[src/rtl/core/aaup_pkg.sv]
// types, constants and helper functions shared by the alarm annunciator
`timescale 1ns / 1ps
package aaup_pkg;

  localparam int IDX_W  = 9;
  localparam int FLAG_W = 16;
  localparam int WORD_W = 12;
  localparam int TIME_W = 32;
  localparam int LVL_W  = 3;

  // single alarm bits
  localparam logic [WORD_W-1:0] BIT_BRK_LO = 12'h008;
  localparam logic [WORD_W-1:0] BIT_BRK_HI = 12'h800;
  localparam logic [WORD_W-1:0] BIT_L3_LO  = 12'h004;
  localparam logic [WORD_W-1:0] BIT_L3_HI  = 12'h400;
  localparam logic [WORD_W-1:0] BIT_L2_LO  = 12'h002;
  localparam logic [WORD_W-1:0] BIT_L2_HI  = 12'h200;
  localparam logic [WORD_W-1:0] BIT_L1_LO  = 12'h001;
  localparam logic [WORD_W-1:0] BIT_L1_HI  = 12'h100;
  localparam logic [WORD_W-1:0] BIT_NONE   = 12'h000;

  // level masks over both bytes
  localparam logic [WORD_W-1:0] MASK_BRK  = 12'h808;
  localparam logic [WORD_W-1:0] MASK_L3   = 12'h404;
  localparam logic [WORD_W-1:0] MASK_L2   = 12'h202;
  localparam logic [WORD_W-1:0] MASK_L1   = 12'h101;
  localparam logic [WORD_W-1:0] MASK_HELD = 12'h606;

  localparam logic [WORD_W-1:0] FLASH_BIT     = 12'h010;
  localparam logic [WORD_W-1:0] CLR_FLASH     = 12'hfef;
  localparam logic [WORD_W-1:0] CLR_BRK_LO    = 12'hff7;

  // level codes
  localparam logic [WORD_W-1:0] CODE_BRK  = 12'h008;
  localparam logic [WORD_W-1:0] CODE_L3   = 12'h004;
  localparam logic [WORD_W-1:0] CODE_L2   = 12'h002;
  localparam logic [WORD_W-1:0] CODE_L1   = 12'h001;
  localparam logic [WORD_W-1:0] CODE_NORM = 12'h000;

  // shown level numbers
  localparam logic [LVL_W-1:0] SHOWN_NORM = 3'd0;
  localparam logic [LVL_W-1:0] SHOWN_L1   = 3'd1;
  localparam logic [LVL_W-1:0] SHOWN_L2   = 3'd2;
  localparam logic [LVL_W-1:0] SHOWN_L3   = 3'd3;
  localparam logic [LVL_W-1:0] SHOWN_BRK  = 3'd4;

  typedef enum logic {
    ST_CLEAR,
    ST_RUN
  } aaup_state_t;

  typedef struct packed {
    logic              wr;
    logic [WORD_W-1:0] word;
    logic [TIME_W-1:0] tstamp;
  } aaup_upd_t;

  function automatic logic [WORD_W-1:0] pick_bit(input logic [FLAG_W-1:0] f);
    logic [WORD_W-1:0] w;
    w = f[WORD_W-1:0];
    if ((w & BIT_BRK_LO) != BIT_NONE) return BIT_BRK_LO;
    if ((w & BIT_BRK_HI) != BIT_NONE) return BIT_BRK_HI;
    if ((w & BIT_L3_LO) != BIT_NONE)  return BIT_L3_LO;
    if ((w & BIT_L3_HI) != BIT_NONE)  return BIT_L3_HI;
    if ((w & BIT_L2_LO) != BIT_NONE)  return BIT_L2_LO;
    if ((w & BIT_L2_HI) != BIT_NONE)  return BIT_L2_HI;
    if ((w & BIT_L1_LO) != BIT_NONE)  return BIT_L1_LO;
    if ((w & BIT_L1_HI) != BIT_NONE)  return BIT_L1_HI;
    return BIT_NONE;
  endfunction

  function automatic logic [WORD_W-1:0] level_code(input logic [WORD_W-1:0] w);
    if ((w & MASK_BRK) != BIT_NONE) return CODE_BRK;
    if ((w & MASK_L3) != BIT_NONE)  return CODE_L3;
    if ((w & MASK_L2) != BIT_NONE)  return CODE_L2;
    if ((w & MASK_L1) != BIT_NONE)  return CODE_L1;
    return CODE_NORM;
  endfunction

  function automatic logic [LVL_W-1:0] level_number(input logic [WORD_W-1:0] code);
    logic [LVL_W-1:0] n;
    case (code)
      CODE_BRK: n = SHOWN_BRK;
      CODE_L3:  n = SHOWN_L3;
      CODE_L2:  n = SHOWN_L2;
      CODE_L1:  n = SHOWN_L1;
      default:  n = SHOWN_NORM;
    endcase
    return n;
  endfunction

endpackage

[src/rtl/core/aaup_update.sv]
// display word and alarm time update for one point
`timescale 1ns / 1ps
module aaup_update (
  input  logic [aaup_pkg::WORD_W-1:0] rd_word,
  input  logic [aaup_pkg::TIME_W-1:0] rd_time,
  input  logic                        active,
  input  logic [aaup_pkg::FLAG_W-1:0] raw_flags,
  input  logic [aaup_pkg::TIME_W-1:0] event_time,
  input  logic [aaup_pkg::TIME_W-1:0] now_time,
  input  logic                        ack_pressed,
  input  logic                        reset_pressed,
  output aaup_pkg::aaup_upd_t         upd
);
  import aaup_pkg::*;

  logic [WORD_W-1:0] w;
  logic [WORD_W-1:0] bit_sel;
  logic [WORD_W-1:0] nl;
  logic [WORD_W-1:0] ol;
  logic [WORD_W-1:0] lo;
  logic [WORD_W-1:0] keep;
  logic [WORD_W-1:0] prior_word;
  logic [TIME_W-1:0] t;

  always_comb begin
    w          = rd_word;
    t          = rd_time;
    bit_sel    = pick_bit(raw_flags);
    nl         = level_code(bit_sel);
    ol         = level_code(rd_word);
    lo         = nl - 12'd1;
    keep       = (nl != CODE_NORM) ? ((lo << 8) | lo) : BIT_NONE;
    prior_word = w;
    if (active) begin
      if (ack_pressed) begin
        w = w & CLR_FLASH;
      end else if (nl == ol) begin
        // change within the same level
        if ((bit_sel & w) == BIT_NONE && bit_sel != BIT_NONE) begin
          w = FLASH_BIT | bit_sel | (w & ~nl & ~(nl << 8));
          t = event_time;
        end
      end else if (nl > ol) begin
        w = FLASH_BIT | bit_sel | w;
        t = event_time;
      end else if ((w & FLASH_BIT) == BIT_NONE) begin
        // de-escalation
        if ((w & BIT_BRK_LO) != BIT_NONE) begin
          w = w & CLR_BRK_LO;
          t = now_time;
        end
        prior_word = w;
        if ((w & MASK_HELD) == BIT_NONE || reset_pressed) begin
          w = w & keep;
          if ((bit_sel & prior_word) != BIT_NONE) begin
            w = w | bit_sel;
          end else if (bit_sel != BIT_NONE) begin
            w = FLASH_BIT | w | bit_sel;
          end else begin
            w = BIT_NONE;
          end
          t = event_time;
        end
      end
    end
    upd.wr     = active;
    upd.word   = w;
    upd.tstamp = t;
  end

endmodule

[config.mk]
export PLATFORM = sky130hd
export DESIGN_NAME = aaup_update
export DESIGN_NICKNAME = d
export VERILOG_FILES = /design/src/rtl/core/aaup_pkg.sv /design/src/rtl/core/aaup_update.sv
export SDC_FILE = /design/constraint.sdc
export NUM_CORES = 1
export LEC_CHECK = 0
export BUFFER_PORTS_ARGS = -buffer_cell sky130_fd_sc_hd__buf_2
export CORE_MARGIN = 1.5
export CORE_UTILIZATION = 35
export DETAILED_ROUTE_END_ITERATION = 10
export PLACE_DENSITY = 0.86
export SYNTH_ARGS = -nofsm -noshare
export SYNTH_HDL_FRONTEND = slang
export SYNTH_SLANG_ARGS = --single-unit
[constraint.sdc]
create_clock -name vclk -period 3.65
set_clock_uncertainty 0.2 [all_clocks]
set_input_delay 0.365 -clock vclk [all_inputs]
set_output_delay 0.365 -clock vclk [all_outputs]
set_load 0.01 [all_outputs]
==> out/metrics.cfg <==
[critical_path]
crit_type=input port to output port
crit_arrival_ps=2950
cpPeakStageDelay_ps=590
cp_data_required_time_ps=3080
path_cells=buf_2, or4_4, nor3_4, o21ai_1, ha_1, and4_4, buf_4, a31oi_4, a22oi_1, a21oi_1, a2bb2oi_1, buf_2
critPathMaxFanout=6
critPathCaptureType=output port
crit_top_cell=buf_2
crit_path_top_delay_cell=or4_4
crit_path_start_kind=input port

[cells_and_area]
nClkBuffers=0
final_common_cell=buf_2
drive_gt1_share_pct=41.51
antenna_cells=0
final_cell_mix=165 x buf_2, 51 x o21ai_0, 44 x a21oi_1, 31 x a22oi_1, 26 x buf_4
fin_area_um2=3338
area_delta_synth_final_pct=48.14
fin_cells=595
layout.area.seq_um2=0
fill_cells=613
flops_and_latches=0
fin_nets=652

[sta]
worst_pin_slew_ps=1276
slew_headroom_pct=14.05
tns_ps=0
finalCritPeriodShare_pct=96.36
hold_ws_ps=777.2
clock.fmax_mhz=284.3
hold_viol=0
slew_violations=0
rsz0062_at_grt=yes
min_period_ps=3517
setup_viol=0

[routing]
drt_pass1_iterations=6
finalWirelength_mm=10.41
drt_iter0_drc=287
drcViolationCount=0
ant_nets=0
vias=3901
wire_per_inst_um=17.49
via_per_inst=6.556

[run_status]
status=complete, no violations

[global_routing]
grt_util_met3_pct=2.684
grtUsageMet2_pct=46.71
antenna_found_initial=0
grt_pass1_vias=3551
grt_start_max_net_pins=32
grt.busiest_layer=met2
grt_pass1_wl_mm=16.31
grtUsageTotal_pct=27.15
gr-total-overflow=0
use_met1_pct=35.79

[pwr]
power_density_nw_per_um2=177.5
leakage_nw=1.468
peakVddDrop_mv=0.07212

[synth]
synth_cell_type_count=57
syn_area_um2=2253
ys_warn_count=0
synth.avg_cell_area_um2=6.348
netlist_instances=355
yosysSeqAreaShare_pct=0
syn_nets=487

[die]
io_pins=172
core_area_um2=6277
start_util_pct=35.90
die_area_um2=6929
die_h_um=83.24
die_x_um=83.24
rows=29

[placed_design]
hpwlAfterDp_mm=7.800
dp.cells=592
place_area_um2=3252
gp_congestion=1.081
numPortBuffers=164

[clock_network]
hold_buffers=0

[flow_run]
drv_cap=0

[worst_hold_path]
hold_path.class=input port to output port
min_path_cells=2

[timing repair]
item | CTS | global route
endpoints found under the setup margin | 0 | 37
buffers inserted | 0 | 1
gates resized for setup | 0 | 14
endpoints found under the hold margin | 0 | 0
[power breakdown]
group | leakage (nW) | internal, mW | switching, mW
Clock | 0 | 0 | 0
Combinational | 1.47 | 0.250 | 0.342
Sequential | 0 | 0 | 0
[per-layer routing]
metal  routed length, µm  part of all wire [%]
met5                   0                     0
met1                4115                    40
met2                4892                    47
met4                 282                   2.7
met3                1116                    11
[layout make-up]
| class | count | area, µm² | share of cell area (%) |
|---|---|---|---|
| Timing Repair Buffer | 193 | 1052 | 31.52 |
| Multi-Input combinational cell | 316 | 2156 | 64.58 |
| Inverter | 9 | 33.78 | 1.012 |
| Tap cell | 77 | 96.34 | 2.886 |
[cells by family after synthesis]
kind of cell / after synthesis / share of synthesized area (%)
buf+inv: 40 / 8.772
simple gates: 86 / 21.04
compound gates: 224 / 67.41
fa+ha+maj: 5 / 2.776
[worst max-delay path: cells and delay by family]
family / cells / cell delay [ps]
buffers and inverters: 3 / 460
and+or+nand+nor: 3 / 950
adders and majority gates: 1 / 300
AOI/OAI and AO/OA: 5 / 870
[cell usage after synthesis (4+ instances only)]
cell type,instances,area [µm²]
nor2b_1,4,25.02
a221o_1,11,110.1
ha_1,5,62.56
buf_2,8,40.04
a22oi_1,32,240.2
a31oi_1,5,31.28
nand2_1,19,71.32
nand3_1,6,30.03
a21oi_1,44,220.2
nor2_1,21,78.83
o21ai_0,52,260.3
o21ai_1,13,65.06
o211ai_1,25,187.7
inv_1,9,33.78
buf_4,6,45.04
a2bb2oi_1,10,87.58
nor3_1,8,40.04
clkbuf_1,14,52.55
[stage by stage]
step	setup slack, ps	total power [mW]	utilization [%]
3_3_place_gp	69.17	0.5397	51.80
4_1_cts	0.9002	0.5581	51.80
2_1_floorplan	87.19	0.3198	-
6_report	132.7	0.5924	53.18
3_5_place_dp	1.353	0.5559	51.80
5_1_grt	-13.92	0.6410	53.18
[final timing paths]
check	startpoint	slack (ps)	end
setup / recovery	raw_flags[11]	130	upd[2]
hold / removal	active	780	upd[44]
(Power assumes the default switching activity.)
