$ cat config.mk
export PLATFORM = sky130hd
export DESIGN_NAME = aaup_ram
export DESIGN_NICKNAME = d
export VERILOG_FILES = /design/src/rtl/core/aaup_ram.sv
export SDC_FILE = /design/constraint.sdc
export NUM_CORES = 1
export LEC_CHECK = 0
export BUFFER_PORTS_ARGS = -buffer_cell sky130_fd_sc_hd__buf_2
export CAP_MARGIN = 0
export CORE_MARGIN = 1
export CORE_UTILIZATION = 55
export CTS_BUF_LIST = sky130_fd_sc_hd__clkbuf_16
export CTS_CLUSTER_SIZE = 30
export DETAILED_ROUTE_END_ITERATION = 10
export PLACE_DENSITY = 0.73
export SLEW_MARGIN = 10
export SYNTH_ARGS = -nofsm -noshare
export SYNTH_HDL_FRONTEND = slang
export SYNTH_SLANG_ARGS = --single-unit
$ cat constraint.sdc
create_clock -name clk -period 4.25 [get_ports clk]
set_clock_uncertainty 0.2 [all_clocks]
set_input_delay 0.425 -clock clk [delete_from_list [all_inputs] [get_ports clk]]
set_output_delay 0.425 -clock clk [all_outputs]
set_load 0.02 [all_outputs]
$ cat src/rtl/core/aaup_ram.sv
// generic single-port-write, registered-read memory
`timescale 1ns / 1ps
module aaup_ram #(
  parameter int WIDTH = 8,
  parameter int DEPTH = 16,
  parameter int AW    = (DEPTH > 1) ? $clog2(DEPTH) : 1
) (
  input  logic             clk,
  input  logic             we,
  input  logic [AW-1:0]    waddr,
  input  logic [WIDTH-1:0] wdata,
  input  logic [AW-1:0]    raddr,
  output logic [WIDTH-1:0] rdata
);

  logic [WIDTH-1:0] mem [DEPTH];
  logic [WIDTH-1:0] rdata_r;

  always_ff @(posedge clk) begin
    if (we) begin
      mem[waddr] <= wdata;
    end
    rdata_r <= mem[raddr];
  end

  assign rdata = rdata_r;

endmodule

==> flow_summary_export.csv, run 1 <==
group,metric,value,unit
cells_and_area,fin_cells,385,
routing,vias,2468,
hold_path,hp-class,"input port to register",
sta,fmaxAchievable,456.1,MHz
floorplan,io_pins,26,
sta,drv_slew,0,
clock_network,cts.sinks,136,
clock_network,cts_root_buf,"clkbuf_16",
yosys,synth_edf_count,128,
critical_path,cp_max_fo,8,
cells_and_area,final_nets,282,
yosys,synth.top_cell.area_share,74.67,%
cells_and_area,area_growth,15.09,%
clock_network,post_cts_resized,0,
critical_path,end_kind,"register",
yosys,synthTopCellsByArea,"edfxtp_1 75%, mux4_2 7.9%, mux4_1 7.1%",
yosys,synth_top_cell_by_area,"edfxtp_1",
power,power.density,522.0,nW/um^2
cells_and_area,final_common_cell,"edfxtp_1",
floorplan,coreArea,8891,um^2
floorplan,die_area,9750,um^2
cells_and_area,final_cell_mix,"128 x edfxtp_1, 25 x buf_2, 18 x mux4_2, 17 x clkbuf_16, 16 x a22oi_1",
routing,antenna_left,0,
clock_network,cts_buffers,17,
yosys,syn_nets,247,
sta,fin_crit,2.193,ns
sta,worstMarginPinSlew,1.222,ns
job,cap_viol_max_count,0,
sta,holdWs,0.1932,ns
grt,gr-total-overflow,0,
floorplan,initial_core_util,57.89,%
outcome,status,"finished clean",
clock_network,ctsHoldBuffers,0,
placed_design,dp_hpwl,5784,um
critical_path,cp_num_buf_inv,1,
sta,finalHoldViolations,0,
power,leakagePower,1.986,nW
clock_network,clk_latency,0.41,ns
grt,grt_pass1_vias,2442,
yosys,synth_async_sr_flop_share,0,%
routing,routed_wirelength,9982,um
yosys,ys_types,19,
clock_network,cts_tree,"yes",
critical_path,crit_family,"simple AND/OR/NAND/NOR gates",
floorplan,die_h,98.74,um
sta,timing.slew.headroom,17.92,%
routing,vias_per_cell,6.410,
placed_design,place_congestion,0.7895,
yosys,ys_ff_latch,136,
sta,period_share,51.59,%
floorplan,die_w,98.74,um
routing,drtIter0Drc,247,
grt,grt_max_degree,33,
clock_network,cts_setup_buffers,0,
sta,rsz0062_at_grt,"false",
yosys,synth_top_flop_cell,"edfxtp_1",
placed_design,placed_cells,353,
routing,wl_per_cell,25.93,um
critical_path,crit_path_max_incr_delay,0.95,ns
sta,setup_viol,0,
yosys,ys_warn_count,0,
power,peakVddDrop,0.0002738,V
yosys,syn_area,5147,um^2
critical_path,arrival,2.01,ns
routing,dr.pass1.iters,5,
critical_path,cpMaxStageDelayCell,"nor3_1",
sta,setup-tns-final,0,ns
grt,antenna_found_initial,0,
critical_path,path_cells,"buf_2 > or3b_2 > nor3_1",
cells_and_area,diodes,0,
yosys,ys_seq_area_share,77.78,%
critical_path,required,4.07,ns
power,power,3.093,mW
cells_and_area,post-route-util,66.63,%
yosys,syn_area_per_cell,22.48,um^2
routing,drc,0,
clock_network,clk_pin_slew,0.06,ns
clock_network,clockBufferDepth,2,
placed_design,io_buffers,25,
critical_path,start_kind,"input port",
clock_network,h-tree-depth,4,
yosys,synth_cells,229,
grt,grt_pass1_wl,15100,um
cells_and_area,drive_gt1_share,26.71,%
floorplan,std_cell_rows,34,
grt,grt_usage,22.88,%
critical_path,critical_path_class,"input port to register",
final cells by class:
class / count / area [um^2]
repair buffers: 26 / 132.6
clock inverters: 15 / 160.2
flip-flops and latches: 136 / 4004
multi-input cells: 83 / 1067
fillers: 548 / 2967
well taps: 108 / 135.1
clock buffers: 17 / 425.4
power breakdown:
group / switching [mW] / leakage (nW) / internal (mW) / total (mW)
Sequential: 0.00977 / 1.22 / 1.50 / 1.51
Combinational: 0.0876 / 0.478 / 0.0537 / 0.141
Clock: 0.529 / 0.284 / 0.912 / 1.44
metrics by stage:
stage / cell area (um^2) / worst slack, ns
after CTS: 5924 / 2.036
final: 5924 / 2.057
after floorplan: 5147 / 2.132
after detailed placement: 5339 / 1.650
after global placement: 5339 / 1.601
after global routing: 5924 / 1.940
logic make-up after synthesis:
logic type | share of synthesized area (%)
compound gates | 2.334
buf+inv | 1.677
flops | 77.78
mux | 15.02
simple gates | 3.184
flip-flops by register name (all words and copies together), names as in the netlist:
signal  flops
mem       128
rdata       8
layer usage:
metal	part of all wire, %	vias to the layer above	GRT usage (%)
met5	0	-	0
met4	2.1	0	9.759
met3	6.7	16	4.965
met2	48	126	35.18
met1	43	1278	32.33
li1	-	1048	-
path summary, 6_finish.rpt:
path	depth (start not counted)	endpoint	start	slack, ns
hold reg to reg	3	rdata[2]	mem[14][2]	0.46
hold / removal	1	mem[4][3]	wdata[3]	0.19
setup reg to reg	3	rdata[7]	mem[10][7]	2.68
setup / recovery	3	mem[0][5]	waddr[2]	2.06
synth_stat cells, types with 2 or more instances:
library cell / count
edfxtp_1: 128
mux4_2: 18
a22oi_1: 16
mux4_1: 14
nor2_1: 13
nand2_1: 9
dfxtp_1: 8
nor3_1: 4
buf_2: 3
buf_6: 3
clkdlybuf4s25_2: 3
nand2b_1: 2
nand3b_1: 2
No activity file was read; power rests on OpenSTA's default activity.
==> run 2: changes to the inputs <==
- ABC_AREA: unset -> 1
- PLACE_DENSITY: 0.73 -> 0.75
- clock period: 4.25 -> 1.9 ns (I/O delays scaled with it)
==> flow_summary_export.csv, run 2 <==
group,metric,value,unit
clock_network,cts_root_buf,"clkbuf_16",
placed_design,dp_hpwl,7162,um
yosys,synth_edf_count,128,
routing,routed_wirelength,11890,um
floorplan,io_pins,26,
sta,drv_slew,0,
hold_path,hp-class,"input port to register",
critical_path,arrival,0.94,ns
critical_path,crit_path_max_incr_delay,0.36,ns
placed_design,place_congestion,0.9411,
yosys,synthMuxAreaShare,0,%
yosys,yosysMostFrequentCell,"nand2_1",
routing,dr.max_layer_used,"met4",
yosys,synth-xor-area-share,0,%
yosys,synthTopCellsByArea,"edfxtp_1 67%, nand2_1 11%, nand3_1 8.4%",
routing,drtIter0Drc,354,
routing,wl_met1,4939,um
job,cap_viol_max_count,0,
yosys,ys_types,12,
clock_network,cts_setup_buffers,0,
routing,vias,3841,
cells_and_area,final_nets,611,
floorplan,die_area,10900,um^2
clock_network,cts_tree,"yes",
sta,holdWs,0.01078,ns
yosys,synth.top_cell.area_share,66.65,%
cells_and_area,area.sequential,4004,um^2
yosys,synth_compound_area_share,0,%
yosys,synth_async_sr_flop_share,0,%
sta,setup_viol,0,
cells_and_area,final_common_cell,"nand2_1",
yosys,synth_simple_gate_area_share,21.05,%
yosys,synth_top_cell_by_area,"edfxtp_1",
critical_path,cp_max_fo,1,
routing,antenna_left,0,
cells_and_area,multi_input_area,1214,um^2
yosys,syn_nets,569,
critical_path,reg2reg_from,"mem[5][4]",
grt,grt_pass1_wl,18790,um
cells_and_area,nFillCells,754,
power,power.density,1032,nW/um^2
clock_network,cts_buffers,17,
yosys,synthAdderAreaFrac,0,%
grt,grt_usage,23.63,%
sta,rsz0062_at_grt,"false",
critical_path,ff2ff_setup_slack,0.69,ns
critical_path,cp_num_buf_inv,1,
critical_path,required,1.51,ns
clock_network,clk_latency,0.40,ns
outcome,status,"finished clean",
power,leakagePower,2.911,nW
clock_network,clockBufferDepth,2,
cells_and_area,final_cell_mix,"173 x nand2_1, 128 x edfxtp_1, 100 x inv_1, 97 x nand3_1, 25 x buf_2",
grt,grt_max_degree,65,
yosys,ys_seq_area_share,69.43,%
yosys,syn_area_per_cell,10.47,um^2
placed_design,io_buffers,25,
grt,grt_pass1_vias,3694,
hold_path,whs_endpoint,"mem[14][0]",
cells_and_area,area_growth,15.34,%
critical_path,crit_family,"flip-flops",
floorplan,coreArea,10230,um^2
sta,worstMarginPinSlew,0.5813,ns
routing,vias_per_cell,5.184,
yosys,synth_top_family_by_area,"simple AND/OR/NAND/NOR gates",
critical_path,critical_path_class,"register to output port",
sta,fmaxAchievable,753.6,MHz
floorplan,die_h,104.4,um
critical_path,end_kind,"output port",
yosys,synth_cells,551,
yosys,ys_warn_count,0,
sta,timing.slew.headroom,61.19,%
cells_and_area,largest_register_ffs,128,
hold_path,hold-path-cell-count,1,
sta,fin_crit,1.327,ns
grt,antenna_found_initial,0,
grt,gr-total-overflow,0,
sta,finalHoldViolations,0,
cells_and_area,drive_gt1_share,12.07,%
yosys,synth_top_flop_cell,"edfxtp_1",
yosys,yosys-top-cells-count,"173 x nand2_1, 128 x edfxtp_1, 100 x inv_1, 97 x nand3_1, 17 x nor2_1",
clock_network,cts.sinks,136,
routing,wl_met3,837,um
hold_path,holdCritStartpoint,"wdata[0]",
power,peakVddDrop,0.0006530,V
critical_path,cpMaxStageDelayCell,"dfxtp_1",
floorplan,die_w,104.4,um
clock_network,h-tree-depth,4,
routing,wl_met2,5744,um
routing,dr.pass1.iters,6,
routing,drc,0,
routing,wl_per_cell,16.05,um
critical_path,worst_r2r_path_depth,6,
floorplan,initial_core_util,56.37,%
sta,period_share,69.84,%
clock_network,clk_pin_slew,0.06,ns
critical_path,crit_cells,1,
critical_path,start_kind,"register",
cells_and_area,diodes,0,
yosys,syn_area,5767,um^2
floorplan,std_cell_rows,37,
yosys,ys_ff_latch,136,
clock_network,post_cts_resized,0,
critical_path,path_cells,"buf_2",
critical_path,r2r_end,"rdata[4]",
sta,setup-tns-final,0,ns
cells_and_area,largest_register,"mem",
run 2: changes by cell type in the layout (fill, tap and decap cells not counted), sizes merged, moves of 3 or more:
cell         delta
nand2         +164
inv           +102
nand3          +96
mux4           -32
buf            +18
a22oi          -16
nor2            +4
nor3            -4
dlygate4sd3     +3
run 2: kinds of logic after synthesis:
group         after synthesis
buf+inv                   126
flops                     136
simple gates              289
run 2: stage by stage:
| step | std cells | util, % | setup WS [ns] | power (mW) | area [um^2] |
|---|---|---|---|---|---|
| after floorplan | 551 | - | 0.5592 | 3.694 | 5767 |
| after global placement | 707 | 59.26 | 0.3498 | 3.848 | 6063 |
| after detailed placement | 707 | 59.26 | 0.3268 | 3.855 | 6063 |
| after CTS | 741 | 65.01 | 0.5573 | 6.888 | 6651 |
| after global routing | 741 | 65.01 | 0.5344 | 7.068 | 6651 |
| final | 741 | 65.01 | 0.5730 | 6.866 | 6651 |
run 2: final cells by class:
type | count | area share (%)
inverter | 102 | 5.756
sequential | 136 | 60.20
timing repair buffer | 47 | 4.853
clock buffer | 17 | 6.396
multi-input combinational | 289 | 18.25
tap | 136 | 2.558
clock inverter | 14 | 1.994
run 2: power breakdown:
part	internal [mW]	switching [mW]
clock network	1.91	1.16
registers	3.36	0.0231
logic	0.123	0.299
total	5.38	1.48
run 2: repair_timing:
item / in CTS / in global routing
endpoints found under the setup margin: 0 / 0
endpoints found under the hold margin: 28 / 0
hold buffers: 3 / 0
run 2: how the worst max path moves through the flow:
stage / start / endpoint / slack [ns]
detailed placement: raddr[1] / rdata[4] / 0.33
CTS: rdata[1] / rdata[1] / 0.56
floorplan: waddr[2] / mem[10][0] / 0.56
finish: rdata[6] / rdata[6] / 0.57
global placement: raddr[1] / rdata[4] / 0.35
global route: rdata[1] / rdata[1] / 0.53
run 2: metal layers:
metal | track usage (%) | up-vias
li1 | - | 1857
met1 | 29.92 | 1791
met2 | 37.46 | 164
met3 | 6.015 | 29
met4 | 12.65 | 0
met5 | 0 | -
